[config.mk]
export PLATFORM = sky130hd
export DESIGN_NAME = keypad_edge_recency_tracker
export DESIGN_NICKNAME = d
export VERILOG_FILES = /design/src/rtl/core/kert_pkg.sv /design/src/rtl/core/kert_ram.sv /design/src/rtl/core/kert_seq.sv /design/src/rtl/core/keypad_edge_recency_tracker.sv
export SDC_FILE = /design/constraint.sdc
export NUM_CORES = 1
export LEC_CHECK = 0
export BUFFER_PORTS_ARGS = -buffer_cell sky130_fd_sc_hd__buf_2
export CORE_MARGIN = 4
export CORE_UTILIZATION = 35
export DETAILED_ROUTE_END_ITERATION = 10
export PLACE_DENSITY = 0.57
export SYNTH_ARGS = -nofsm -noshare
export SYNTH_HDL_FRONTEND = slang
export SYNTH_HIERARCHICAL = 1
export SYNTH_SLANG_ARGS = --single-unit
export TNS_END_PERCENT = 5
[constraint.sdc]
create_clock -name clock -period 5.2 [get_ports clock]
set_input_delay 0.26 -clock clock [delete_from_list [all_inputs] [get_ports clock]]
set_output_delay 0.26 -clock clock [all_outputs]
set_load 0.01 [all_outputs]
[src/rtl/core/kert_pkg.sv]
`timescale 1ns / 1ps
// ----------------------------------------------------------------------------
// kert_pkg
// Shared types, constants and the key level step for the keypad tracker.
// ----------------------------------------------------------------------------
package kert_pkg;

   localparam int NUM_KEYS_DEF  = 25;
   localparam int FIXED_KEY_DEF = 19;
   localparam int MASK_W        = 25;
   localparam int KEY_W         = 5;
   localparam int LVL_W         = 2;

   typedef enum logic [LVL_W-1:0] {
      LVL_LOW  = 2'd0,
      LVL_RISE = 2'd1,
      LVL_HIGH = 2'd2,
      LVL_FALL = 2'd3
   } lvl_type;

   typedef enum logic [2:0] {
      ST_INIT,
      ST_IDLE,
      ST_UPD,
      ST_ORD,
      ST_EMIT
   } seq_state_type;

   typedef struct packed {
      logic [MASK_W-1:0] reported_mask;
      logic [MASK_W-1:0] level_mask;
   } req_type;

   typedef struct packed {
      logic [KEY_W-1:0] key_index;
      lvl_type          key_state;
      logic             last_event;
   } rsp_type;

   // New level of a reported key. Result equals cur for a settled key.
   function automatic lvl_type lvl_next(lvl_type cur, logic level);
      logic    prev;
      lvl_type nxt;
      prev = (cur == LVL_RISE) || (cur == LVL_HIGH);
      nxt  = cur;
      if (prev != level) begin
         nxt = level ? LVL_RISE : LVL_FALL;
      end else if (cur == LVL_RISE) begin
         nxt = LVL_HIGH;
      end else if (cur == LVL_FALL) begin
         nxt = LVL_LOW;
      end
      return nxt;
   endfunction

endpackage

[src/rtl/core/kert_ram.sv]
`timescale 1ns / 1ps
// ----------------------------------------------------------------------------
// kert_ram
// Simple dual-port RAM, one write port, one read port with registered data.
// ----------------------------------------------------------------------------
module kert_ram #(
   parameter int WIDTH = 8,
   parameter int DEPTH = 32
) (
   input  logic                     clock,
   input  logic                     wr_en,
   input  logic [$clog2(DEPTH)-1:0] wr_addr,
   input  logic [WIDTH-1:0]         wr_data,
   input  logic [$clog2(DEPTH)-1:0] rd_addr,
   output logic [WIDTH-1:0]         rd_data
);

   logic [WIDTH-1:0] mem_ff [DEPTH];
   logic [WIDTH-1:0] rd_data_ff;

   always_ff @(posedge clock) begin
      if (wr_en) begin
         mem_ff[wr_addr] <= wr_data;
      end
      rd_data_ff <= mem_ff[rd_addr];
   end

   assign rd_data = rd_data_ff;

endmodule

[src/rtl/core/kert_seq.sv]
`timescale 1ns / 1ps
// ----------------------------------------------------------------------------
// kert_seq
// Sequencer: walks the level memory and the rank-order memory for one scan.
// ----------------------------------------------------------------------------
module kert_seq #(
   parameter int NUM_KEYS  = kert_pkg::NUM_KEYS_DEF,
   parameter int FIXED_KEY = kert_pkg::FIXED_KEY_DEF
) (
   input  logic                                        clock,
   input  logic                                        reset,
   input  logic                                        enable,
   input  logic                                        req_valid,
   output logic                                        req_ready,
   input  kert_pkg::req_type                           req_data,
   output logic                                        rsp_valid,
   input  logic                                        rsp_ready,
   output kert_pkg::rsp_type                           rsp_data,
   // level memory, indexed by key
   output logic [$clog2(NUM_KEYS)-1:0]                 a_raddr,
   input  logic [kert_pkg::LVL_W-1:0]                  a_rdata,
   output logic                                        a_we,
   output logic [$clog2(NUM_KEYS)-1:0]                 a_waddr,
   output logic [kert_pkg::LVL_W-1:0]                  a_wdata,
   // order memory, {bank, rank} -> {pending, level, key}
   output logic [$clog2(NUM_KEYS):0]                   b_raddr,
   input  logic [kert_pkg::LVL_W+$clog2(NUM_KEYS):0]   b_rdata,
   output logic                                        b_we,
   output logic [$clog2(NUM_KEYS):0]                   b_waddr,
   output logic [kert_pkg::LVL_W+$clog2(NUM_KEYS):0]   b_wdata
);

   localparam int KW    = $clog2(NUM_KEYS);
   localparam int CW    = $clog2(NUM_KEYS + 1);
   localparam int EXT_W = (NUM_KEYS > kert_pkg::MASK_W) ? NUM_KEYS : kert_pkg::MASK_W;
   localparam bit HID_ON = (FIXED_KEY < NUM_KEYS);
   localparam logic [KW-1:0] HID_KEY   = KW'(FIXED_KEY);
   localparam logic [KW-1:0] LAST_RANK = KW'(NUM_KEYS - 1);
   localparam logic [NUM_KEYS-1:0] HID_MASK =
      HID_ON ? (NUM_KEYS'(1) << FIXED_KEY) : '0;
   localparam logic [CW-1:0] N_CNT    = CW'(NUM_KEYS);
   localparam logic [CW-1:0] CAP      = CW'(NUM_KEYS - 1);
   localparam logic [CW-1:0] FILL_END = HID_ON ? CW'(NUM_KEYS - 1) : CW'(NUM_KEYS);

   // power-up order: keys ascending, hidden key moved to the last rank
   function automatic logic [KW-1:0] reset_key(logic [KW-1:0] r);
      logic [KW-1:0] k;
      k = r;
      if (HID_ON) begin
         if (r == LAST_RANK) begin
            k = HID_KEY;
         end else if (r >= HID_KEY) begin
            k = KW'(r + 1'b1);
         end
      end
      return k;
   endfunction

   kert_pkg::seq_state_type state_ff, state_in;
   logic [CW-1:0]       ptr_ff, ptr_in;
   logic                p_vld_ff, p_vld_in;
   logic [KW-1:0]       p_idx_ff, p_idx_in;
   logic [CW-1:0]       wptr_ff, wptr_in;
   logic [CW-1:0]       pcnt_ff, pcnt_in;
   logic [CW-1:0]       ecnt_ff, ecnt_in;
   logic [NUM_KEYS-1:0] moved_ff, moved_in;
   logic [NUM_KEYS-1:0] rep_ff, rep_in;
   logic [NUM_KEYS-1:0] lev_ff, lev_in;
   logic                bank_ff, bank_in;
   logic                rsp_valid_ff, rsp_valid_in;
   kert_pkg::rsp_type   rsp_data_ff, rsp_data_in;

   logic [EXT_W-1:0]    rep_ext, lev_ext;
   logic [NUM_KEYS-1:0] rep_scan, lev_scan;
   logic                e_pend;
   kert_pkg::lvl_type   e_lvl;
   logic [KW-1:0]       e_key;
   logic [CW-1:0]       lim;
   logic [CW-1:0]       ecnt_nxt;
   logic                out_free, emit_want, emit_stall, emit_end, scan_end;
   logic                rsp_load, pn;
   kert_pkg::lvl_type   cur_lvl, new_lvl;

   assign rep_ext  = EXT_W'(req_data.reported_mask);
   assign lev_ext  = EXT_W'(req_data.level_mask);
   assign rep_scan = rep_ext[NUM_KEYS-1:0] & ~HID_MASK;
   assign lev_scan = lev_ext[NUM_KEYS-1:0];

   assign e_pend = b_rdata[KW+kert_pkg::LVL_W];
   assign e_lvl  = kert_pkg::lvl_type'(b_rdata[KW +: kert_pkg::LVL_W]);
   assign e_key  = b_rdata[KW-1:0];

   assign cur_lvl = kert_pkg::lvl_type'(a_rdata);
   assign new_lvl = kert_pkg::lvl_next(cur_lvl, lev_ff[p_idx_ff]);

   assign lim        = (pcnt_ff > CAP) ? CAP : pcnt_ff;
   assign out_free   = !rsp_valid_ff || rsp_ready;
   assign emit_want  = (state_ff == kert_pkg::ST_EMIT) && p_vld_ff && e_pend && (ecnt_ff < lim);
   assign emit_stall = emit_want && !out_free;
   assign ecnt_nxt   = ecnt_ff + CW'(emit_want);
   assign emit_end   = !emit_stall && ((ecnt_nxt == lim) || (ptr_ff == N_CNT));
   assign scan_end   = (ptr_ff == N_CNT);

   // next state
   always_comb begin
      state_in = state_ff;
      unique case (state_ff)
         kert_pkg::ST_INIT: begin
            if (ptr_ff == CAP) state_in = kert_pkg::ST_IDLE;
         end
         kert_pkg::ST_IDLE: begin
            if (req_valid && enable) state_in = kert_pkg::ST_UPD;
         end
         kert_pkg::ST_UPD: begin
            if (scan_end) state_in = kert_pkg::ST_ORD;
         end
         kert_pkg::ST_ORD: begin
            if (scan_end) state_in = kert_pkg::ST_EMIT;
         end
         kert_pkg::ST_EMIT: begin
            if (emit_end) state_in = kert_pkg::ST_IDLE;
         end
         default: state_in = kert_pkg::ST_INIT;
      endcase
   end

   // outputs and datapath
   always_comb begin
      req_ready = (state_ff == kert_pkg::ST_IDLE);
      ptr_in    = ptr_ff;
      p_vld_in  = p_vld_ff;
      p_idx_in  = p_idx_ff;
      wptr_in   = wptr_ff;
      pcnt_in   = pcnt_ff;
      ecnt_in   = ecnt_ff;
      moved_in  = moved_ff;
      rep_in    = rep_ff;
      lev_in    = lev_ff;
      bank_in   = bank_ff;
      rsp_load  = 1'b0;
      pn        = 1'b0;
      a_raddr   = ptr_ff[KW-1:0];
      a_we      = 1'b0;
      a_waddr   = p_idx_ff;
      a_wdata   = new_lvl;
      b_raddr   = {bank_ff, ptr_ff[KW-1:0]};
      b_we      = 1'b0;
      b_waddr   = {~bank_ff, wptr_ff[KW-1:0]};
      b_wdata   = {1'b1, new_lvl, p_idx_ff};

      unique case (state_ff)
         kert_pkg::ST_INIT: begin
            a_we    = 1'b1;
            a_waddr = ptr_ff[KW-1:0];
            a_wdata = kert_pkg::LVL_LOW;
            b_we    = 1'b1;
            b_waddr = {1'b0, ptr_ff[KW-1:0]};
            b_wdata = {1'b0, kert_pkg::LVL_LOW, reset_key(ptr_ff[KW-1:0])};
            bank_in = 1'b0;
            ptr_in  = (ptr_ff == CAP) ? '0 : CW'(ptr_ff + 1'b1);
         end
         kert_pkg::ST_IDLE: begin
            if (req_valid && enable) begin
               rep_in   = rep_scan;
               lev_in   = lev_scan;
               ptr_in   = '0;
               p_vld_in = 1'b0;
               wptr_in  = '0;
               pcnt_in  = '0;
               ecnt_in  = '0;
               moved_in = '0;
            end
         end
         kert_pkg::ST_UPD: begin
            if (scan_end) begin
               ptr_in   = '0;
               p_vld_in = 1'b0;
            end else begin
               ptr_in   = CW'(ptr_ff + 1'b1);
               p_vld_in = 1'b1;
               p_idx_in = ptr_ff[KW-1:0];
            end
            // changed keys go to the front of the new order, in key order
            if (p_vld_ff && rep_ff[p_idx_ff] && (new_lvl != cur_lvl)) begin
               a_we               = 1'b1;
               b_we               = 1'b1;
               wptr_in            = CW'(wptr_ff + 1'b1);
               pcnt_in            = CW'(pcnt_ff + 1'b1);
               moved_in[p_idx_ff] = 1'b1;
            end
         end
         kert_pkg::ST_ORD: begin
            if (scan_end) begin
               ptr_in   = '0;
               p_vld_in = 1'b0;
               bank_in  = ~bank_ff;
            end else begin
               ptr_in   = CW'(ptr_ff + 1'b1);
               p_vld_in = 1'b1;
               p_idx_in = ptr_ff[KW-1:0];
            end
            if (p_vld_ff) begin
               if (HID_ON && (e_key == HID_KEY)) begin
                  b_we    = 1'b1;
                  b_waddr = {~bank_ff, LAST_RANK};
                  b_wdata = {1'b0, e_lvl, e_key};
               end else if (!moved_ff[e_key]) begin
                  // a settled key that was reported loses its pending mark
                  pn      = e_pend && !rep_ff[e_key];
                  b_we    = 1'b1;
                  b_wdata = {pn, e_lvl, e_key};
                  wptr_in = CW'(wptr_ff + 1'b1);
                  pcnt_in = CW'(pcnt_ff + CW'(pn));
               end
            end
         end
         kert_pkg::ST_EMIT: begin
            if (emit_stall) begin
               // hold the read on the entry waiting for the output slot
               b_raddr = {bank_ff, p_idx_ff};
            end else begin
               if (emit_want) begin
                  rsp_load = 1'b1;
                  ecnt_in  = ecnt_nxt;
                  b_we     = 1'b1;
                  b_waddr  = {bank_ff, p_idx_ff};
                  b_wdata  = {1'b0, e_lvl, e_key};
               end
               if (emit_end) begin
                  ptr_in   = '0;
                  p_vld_in = 1'b0;
               end else if (scan_end) begin
                  p_vld_in = 1'b0;
               end else begin
                  ptr_in   = CW'(ptr_ff + 1'b1);
                  p_vld_in = 1'b1;
                  p_idx_in = ptr_ff[KW-1:0];
               end
            end
         end
         default: begin
            ptr_in = '0;
         end
      endcase

      rsp_valid_in = rsp_load || (rsp_valid_ff && !rsp_ready);
      rsp_data_in  = rsp_data_ff;
      if (rsp_load) begin
         rsp_data_in.key_index  = kert_pkg::KEY_W'(e_key);
         rsp_data_in.key_state  = e_lvl;
         rsp_data_in.last_event = (ecnt_nxt == lim);
      end
   end

   always_ff @(posedge clock) begin
      if (reset) begin
         state_ff     <= kert_pkg::ST_INIT;
         ptr_ff       <= '0;
         p_vld_ff     <= 1'b0;
         wptr_ff      <= '0;
         pcnt_ff      <= '0;
         ecnt_ff      <= '0;
         moved_ff     <= '0;
         bank_ff      <= 1'b0;
         rsp_valid_ff <= 1'b0;
      end else begin
         state_ff     <= state_in;
         ptr_ff       <= ptr_in;
         p_vld_ff     <= p_vld_in;
         wptr_ff      <= wptr_in;
         pcnt_ff      <= pcnt_in;
         ecnt_ff      <= ecnt_in;
         moved_ff     <= moved_in;
         bank_ff      <= bank_in;
         rsp_valid_ff <= rsp_valid_in;
      end
      p_idx_ff    <= p_idx_in;
      rep_ff      <= rep_in;
      lev_ff      <= lev_in;
      rsp_data_ff <= rsp_data_in;
   end

   assign rsp_valid = rsp_valid_ff;
   assign rsp_data  = rsp_data_ff;

`ifndef SYNTHESIS
   a_emit_bound: assert property (@(posedge clock) disable iff (reset)
      (state_ff == kert_pkg::ST_EMIT) |-> (ecnt_ff <= pcnt_ff) && (ecnt_ff <= CAP))
      else $error("emitted count ran past the pending count");

   a_order_full: assert property (@(posedge clock) disable iff (reset)
      (state_ff == kert_pkg::ST_ORD && scan_end) |-> (wptr_in == FILL_END))
      else $error("new rank order not completely filled");

   a_load_free: assert property (@(posedge clock) disable iff (reset)
      rsp_load |-> out_free)
      else $error("output word overwritten while still held");

   a_hidden_fixed: assert property (@(posedge clock) disable iff (reset)
      (moved_ff & HID_MASK) == '0)
      else $error("hidden key was moved");

   a_emit_rw: assert property (@(posedge clock) disable iff (reset)
      (b_we && state_ff == kert_pkg::ST_EMIT) |-> (b_waddr != b_raddr))
      else $error("pending clear collides with the next order read");
`endif

endmodule

[src/rtl/core/keypad_edge_recency_tracker.sv]
`timescale 1ns / 1ps
// ----------------------------------------------------------------------------
// keypad_edge_recency_tracker
// Each accepted scan word (reported keys plus their levels) moves every
// reported key but the hidden one through low/rise/high/fall, pulls the
// keys that changed to the front of a recency ranking in key order (the
// hidden key stays last), and then returns one rsp word per pending key in
// rank order, last_event marking the final word of the scan; at most
// NUM_KEYS-1 words per scan, any leftover pending key keeps its mark for a
// later scan. Timing: after reset a clearing pass initializes both
// memories, and req_ready stays low until it is done. An enabled scan
// makes one walk over the level memory, one over the rank-order memory to
// rebuild the ranking, and one emission walk that stops at the last pending
// key; each walk moves one entry per cycle through the single write port of
// its memory, the emission walk only while the output register is free. A
// scan taken while enable is low is dropped and the block stays idle. A
// finished rsp word may wait in the output register while the next scan is accepted.
// ----------------------------------------------------------------------------
module keypad_edge_recency_tracker #(
   parameter int NUM_KEYS  = kert_pkg::NUM_KEYS_DEF,
   parameter int FIXED_KEY = kert_pkg::FIXED_KEY_DEF
) (
   input  logic              clock,
   input  logic              reset,
   // scan words
   input  logic              req_valid,
   output logic              req_ready,
   input  kert_pkg::req_type req_data,
   // key event words
   output logic              rsp_valid,
   input  logic              rsp_ready,
   output kert_pkg::rsp_type rsp_data,
   // enable register
   input  logic              csr_valid,
   output logic              csr_ready,
   input  logic              csr_wdata
);

   localparam int KW = $clog2(NUM_KEYS);
   localparam int BW = 1 + kert_pkg::LVL_W + KW;   // {pending, level, key}

   logic enable_ff;

   logic [KW-1:0]              a_raddr, a_waddr;
   logic [kert_pkg::LVL_W-1:0] a_rdata, a_wdata;
   logic                       a_we;
   logic [KW:0]                b_raddr, b_waddr;
   logic [BW-1:0]              b_rdata, b_wdata;
   logic                       b_we;

   // enable is to be written only while idle; not enforced here, so always ready
   assign csr_ready = 1'b1;

   always_ff @(posedge clock) begin
      if (reset) begin
         enable_ff <= 1'b0;
      end else if (csr_valid) begin
         enable_ff <= csr_wdata;
      end
   end

   // per-key level state
   kert_ram #(
      .WIDTH (kert_pkg::LVL_W),
      .DEPTH (2 ** KW)
   ) u_lvl_ram (
      .clock   (clock),
      .wr_en   (a_we),
      .wr_addr (a_waddr),
      .wr_data (a_wdata),
      .rd_addr (a_raddr),
      .rd_data (a_rdata)
   );

   // rank order, two banks: current order and the one being rebuilt
   kert_ram #(
      .WIDTH (BW),
      .DEPTH (2 ** (KW + 1))
   ) u_ord_ram (
      .clock   (clock),
      .wr_en   (b_we),
      .wr_addr (b_waddr),
      .wr_data (b_wdata),
      .rd_addr (b_raddr),
      .rd_data (b_rdata)
   );

   kert_seq #(
      .NUM_KEYS  (NUM_KEYS),
      .FIXED_KEY (FIXED_KEY)
   ) u_seq (
      .clock     (clock),
      .reset     (reset),
      .enable    (enable_ff),
      .req_valid (req_valid),
      .req_ready (req_ready),
      .req_data  (req_data),
      .rsp_valid (rsp_valid),
      .rsp_ready (rsp_ready),
      .rsp_data  (rsp_data),
      .a_raddr   (a_raddr),
      .a_rdata   (a_rdata),
      .a_we      (a_we),
      .a_waddr   (a_waddr),
      .a_wdata   (a_wdata),
      .b_raddr   (b_raddr),
      .b_rdata   (b_rdata),
      .b_we      (b_we),
      .b_waddr   (b_waddr),
      .b_wdata   (b_wdata)
   );

endmodule

==> reports/qor.csv <==
stage;metric;value;unit
global_route;grt_max_degree;65;
die;initial_core_util;0.354;
cts;tritoncts;done;
detailed_routing;detail_route.first_pass.iterations;5;
logic_synthesis;netlist_top_cells_area;sky130_fd_sc_hd__edfxtp_1 66%, sky130_fd_sc_hd__mux4_2 11%, sky130_fd_sc_hd__dfxtp_1 4.3%, sky130_fd_sc_hd__mux2i_1 2.5%, sky130_fd_sc_hd__nor2_1 2.0%;
sta;rsz0062_at_grt;false;
die;dieArea;87800;sq um
final_layout;design.final.nets;2013;
critical_path;crit_buf_inv;1;
sta;final.min_clock_period;4.53;ns
place;finalWeightedCongestion;0.810;
critical_path;timing.critical_path.arrival;4.84;ns
final_layout;area.growth.synth_to_final;17.8;%
critical_path;required;5.50;ns
sta;report.final.setup_viol;0;
logic_synthesis;synth_edf_count;638;
sta;setup_slack;0.666;ns
critical_path;worstSetupPathType;reg -> reg;
sta;timing.final.max_slew_violations;0;
critical_path;setup.reg_to_reg.worst_slack;0.67;ns
worst_hold_path;timing.hold.worst.class;in -> reg;
critical_path;critical_path.endpoint_type;register;
pwr;power_density;481;nW/um^2
logic_synthesis;synth.cell_area;29100;sq um
sta;maxSlewHeadroom;0.240;
place;pre_cts_slack;0.770;ns
sta;max_clock_freq;221;MHz
logic_synthesis;yosysTopAreaCellShare;0.658;
cts;cts-htree-levels;3;
logic_synthesis;synth-seq-cells;700;
final_layout;most-common-layout-cells;638 x sky130_fd_sc_hd__edfxtp_1, 153 x sky130_fd_sc_hd__nor2_1, 138 x sky130_fd_sc_hd__mux4_2;
global_route;gr-total-overflow;0;
logic_synthesis;async_flop_share;0;
logic_synthesis;synth_sequential_area_ratio;0.701;
critical_path;critical_path.max_fanout;9;
pwr;irDropWorstVdd;0.000294;V
detailed_routing;number_of_drc_violations_after_detailed_routing_iteration_0;1556;
detailed_routing;wire_length_after_detailed_routing;70400;um
logic_synthesis;synth.largest_area_cell;sky130_fd_sc_hd__edfxtp_1;
outcome;outcome;finished clean;
logic_synthesis;most_instantiated_flip_flop_cell_in_the_synthesis_netlist;sky130_fd_sc_hd__edfxtp_1;
sta;tns;0;ns
place;post-place-cells;2886;
die;num_rows;105;
sta;max_slew.worst_pin.slew;1.12;ns
final_layout;layout.cells.most_common;sky130_fd_sc_hd__edfxtp_1;
detailed_routing;detail_route.drc_violations;0;
critical_path;crit_chain;mux4_1, mux2_4, o2bb2ai_4, a211oi_4, nor2_1, nor2_1, nor2_1, nand3_1, nor2b_1, nand2_1, nor2_1, buf_4;
die;io_pins;67;
cts;cts_max_path_buffers;3;
cts;clock-root-buffer;sky130_fd_sc_hd__clkbuf_16;
detailed_routing;detailroute.via_count;16454;
global_route;grt_util_all_layers;0.160;
die;placeableCoreArea;82200;sq um
pwr;power_leakage;11.1;nW
critical_path;critical-path-top-cell-by-count;sky130_fd_sc_hd__nor2_1;
critical_path;critical-path-slowest-cell;sky130_fd_sc_hd__dfxtp_1;
detailed_routing;detail_route.vias_per_cell;5.36;
cts;post_cts.repair.setup_buffers;0;
logic_synthesis;ys_types;83;
global_route;first_pass_grt_wire_length;106000;um
critical_path;crit_cells;12;
logic_synthesis;synthesis.area_per_instance;16.9;sq um
final_layout;fill_cells;7264;
place;io_buffer_count;64;
job;count_of_max_cap_constraint_violations;0;
cts;cts.reportedPaths.clkPinSlew;0.06;ns
global_route;antenna_violations_before_repair;1;
cts;tritoncts.num_buffers;74;
place;detailed_place_hpwl;44100;um
detailed_routing;antenna_violating_nets_post_route;0;
logic_synthesis;synth_fp_nets;1794;
critical_path;worst_setup_path_start_kind;register;
critical_path;slowest_delay;0.67;ns
cts;tritoncts_num_sinks;700;
final_layout;postLayoutCoreUtil;0.417;
die;die_w;296;um
logic_synthesis;synthCells;1725;
critical_path;ff2ff_path_depth;12;
critical_path;cpLargestDelayFamily;simple AND/OR/NAND/NOR gates;
logic_synthesis;synth.yosys.warnings;6;
global_route;first_global_vias;16846;
sta;layout_worst_path_cycle_share;0.872;
cts;worst_skew_pair.late_latency;0.62;ns
final_layout;layoutNonFillerInstCount;3069;
sta;skew;0.0309;ns
die;die_height;296;um
worst_hold_path;hold_depth;3;
sta;hold_violations;0;
final_layout;share_of_cells_above_drive_strength_1;0.242;
detailed_routing;wire_per_inst;23.0;um
[worst reg2reg max path: cells and delay by family (launching register included)]
kind	cells	cell delay (ns)
DFF	1	0.67
AOI/OAI and AO/OA	2	0.53
muxes	2	0.96
buffers and inverters	1	0.24
and+or+nand+nor	7	1.85
[logic make-up (layout without fill, tap and decap cells)]
group                      after synthesis  count (layout)  share of synthesized area
other                                    1               2                   0.000129
xor gates and xnor gates                 9               9                    0.00271
AOI/OAI and AO/OA                      219             219                     0.0513
adders and majority gates               13              13                    0.00559
muxes                                  234             234                      0.144
DFF                                    700             700                      0.701
buffers and inverters                  113             386                     0.0230
and+or+nand+nor                        436             436                     0.0722
[final timing paths]
kind,from,end
setup / recovery,u_ord_ram/rd_data[0]$_DFF_P_,u_ord_ram/mem_ff[0][5]$_DFFE_PP_
hold / removal,req_valid,u_seq/state_ff[1]$_SDFFE_PP0P_
setup reg to reg,u_ord_ram/rd_data[0]$_DFF_P_,u_ord_ram/mem_ff[0][5]$_DFFE_PP_
hold reg to reg,u_seq/moved_ff[6]$_SDFFE_PP0P_,u_seq/moved_ff[6]$_SDFFE_PP0P_
[power breakdown]
| group | internal (mW) | switching (mW) |
|---|---|---|
| logic | 1.27 | 2.33 |
| registers | 7.15 | 0.187 |
| clock network | 3.38 | 2.19 |
[flip-flops by register name, indices dropped and copies added (netlist names), 2 cells and up]
register,count
u_seq/ecnt_ff,5
u_lvl_ram/rd_data,2
u_ord_ram/mem_ff,512
u_seq/rsp_data,8
u_seq/moved_ff,25
u_ord_ram/rd_data,8
u_seq/state_ff,3
u_seq/lev_ff,25
u_lvl_ram/mem_ff,64
u_seq/wptr_ff,5
u_seq/rep_ff,24
u_seq/pcnt_ff,5
u_seq/p_idx_ff,5
u_seq/a_raddr,5
[synthesized netlist by cell type (4+ instances only)]
| master | number |
|---|---|
| sky130_fd_sc_hd__a22o_1 | 6 |
| sky130_fd_sc_hd__or3b_1 | 4 |
| sky130_fd_sc_hd__nand2b_1 | 14 |
| sky130_fd_sc_hd__o22ai_1 | 12 |
| sky130_fd_sc_hd__xor2_1 | 4 |
| sky130_fd_sc_hd__a31oi_1 | 5 |
| sky130_fd_sc_hd__xnor2_1 | 5 |
| sky130_fd_sc_hd__nor2b_1 | 22 |
| sky130_fd_sc_hd__a221oi_1 | 8 |
| sky130_fd_sc_hd__nand4_1 | 10 |
| sky130_fd_sc_hd__o21ai_0 | 55 |
| sky130_fd_sc_hd__or3_1 | 19 |
| sky130_fd_sc_hd__buf_6 | 8 |
| sky130_fd_sc_hd__mux4_1 | 6 |
| sky130_fd_sc_hd__clkbuf_8 | 5 |
| sky130_fd_sc_hd__mux4_2 | 138 |
| sky130_fd_sc_hd__clkbuf_1 | 35 |
| sky130_fd_sc_hd__mux2_2 | 15 |
| sky130_fd_sc_hd__and3_1 | 5 |
| sky130_fd_sc_hd__buf_1 | 5 |
| sky130_fd_sc_hd__dfxtp_1 | 62 |
| sky130_fd_sc_hd__nand3b_1 | 16 |
| sky130_fd_sc_hd__o311ai_1 | 4 |
| sky130_fd_sc_hd__a211oi_1 | 7 |
| sky130_fd_sc_hd__nand3_1 | 39 |
| sky130_fd_sc_hd__a21oi_1 | 42 |
| sky130_fd_sc_hd__edfxtp_1 | 638 |
| sky130_fd_sc_hd__o221ai_1 | 12 |
| sky130_fd_sc_hd__mux2i_1 | 73 |
| sky130_fd_sc_hd__and2_1 | 5 |
| sky130_fd_sc_hd__or2_2 | 6 |
| sky130_fd_sc_hd__nand4b_1 | 6 |
| sky130_fd_sc_hd__buf_4 | 18 |
| sky130_fd_sc_hd__a22oi_1 | 19 |
| sky130_fd_sc_hd__ha_1 | 13 |
| sky130_fd_sc_hd__nor2_1 | 153 |
| sky130_fd_sc_hd__inv_1 | 20 |
| sky130_fd_sc_hd__nor3_1 | 15 |
| sky130_fd_sc_hd__o21ai_1 | 6 |
| sky130_fd_sc_hd__buf_2 | 14 |
| sky130_fd_sc_hd__nand2_1 | 105 |
[repair_timing]
action	in CTS	in global routing
hold buffers	52	0
resized for setup	0	0
endpoints found under the hold margin	51	0
[through the flow]
stage | hold slack [ns] | total power [mW] | area [sq um]
after global routing | 0.0857 | 17.2 | 34300
after floorplan | 0.332 | 9.77 | 29100
after detailed placement | 0.438 | 11.1 | 31200
final | 0.0933 | 16.5 | 34300
after global placement | 0.427 | 11.0 | 31200
after CTS | 0.0342 | 16.7 | 34300
[area by class of cell]
class                      count  area, sq um  share of cell area
antenna                        1         2.50           0.0000730
clock buffer                  86         1940              0.0565
clock inverter                44          623              0.0182
inverter                      21         78.8             0.00230
multi-input combinational    912         8130               0.237
sequential                   700        20400               0.595
tap                         1070         1340              0.0390
timing repair buffer         235         1770              0.0517
[per-layer routing]
metal,wire (um),part of all wire,up-vias,GRT usage
met2,33900,0.48,570,0.262
li1,-,-,7318,-
met3,4240,0.060,97,0.0253
met1,30800,0.44,8469,0.222
met5,0,0,-,0
met4,1420,0.020,0,0.0456
Power figures use the tool's default switching activity.
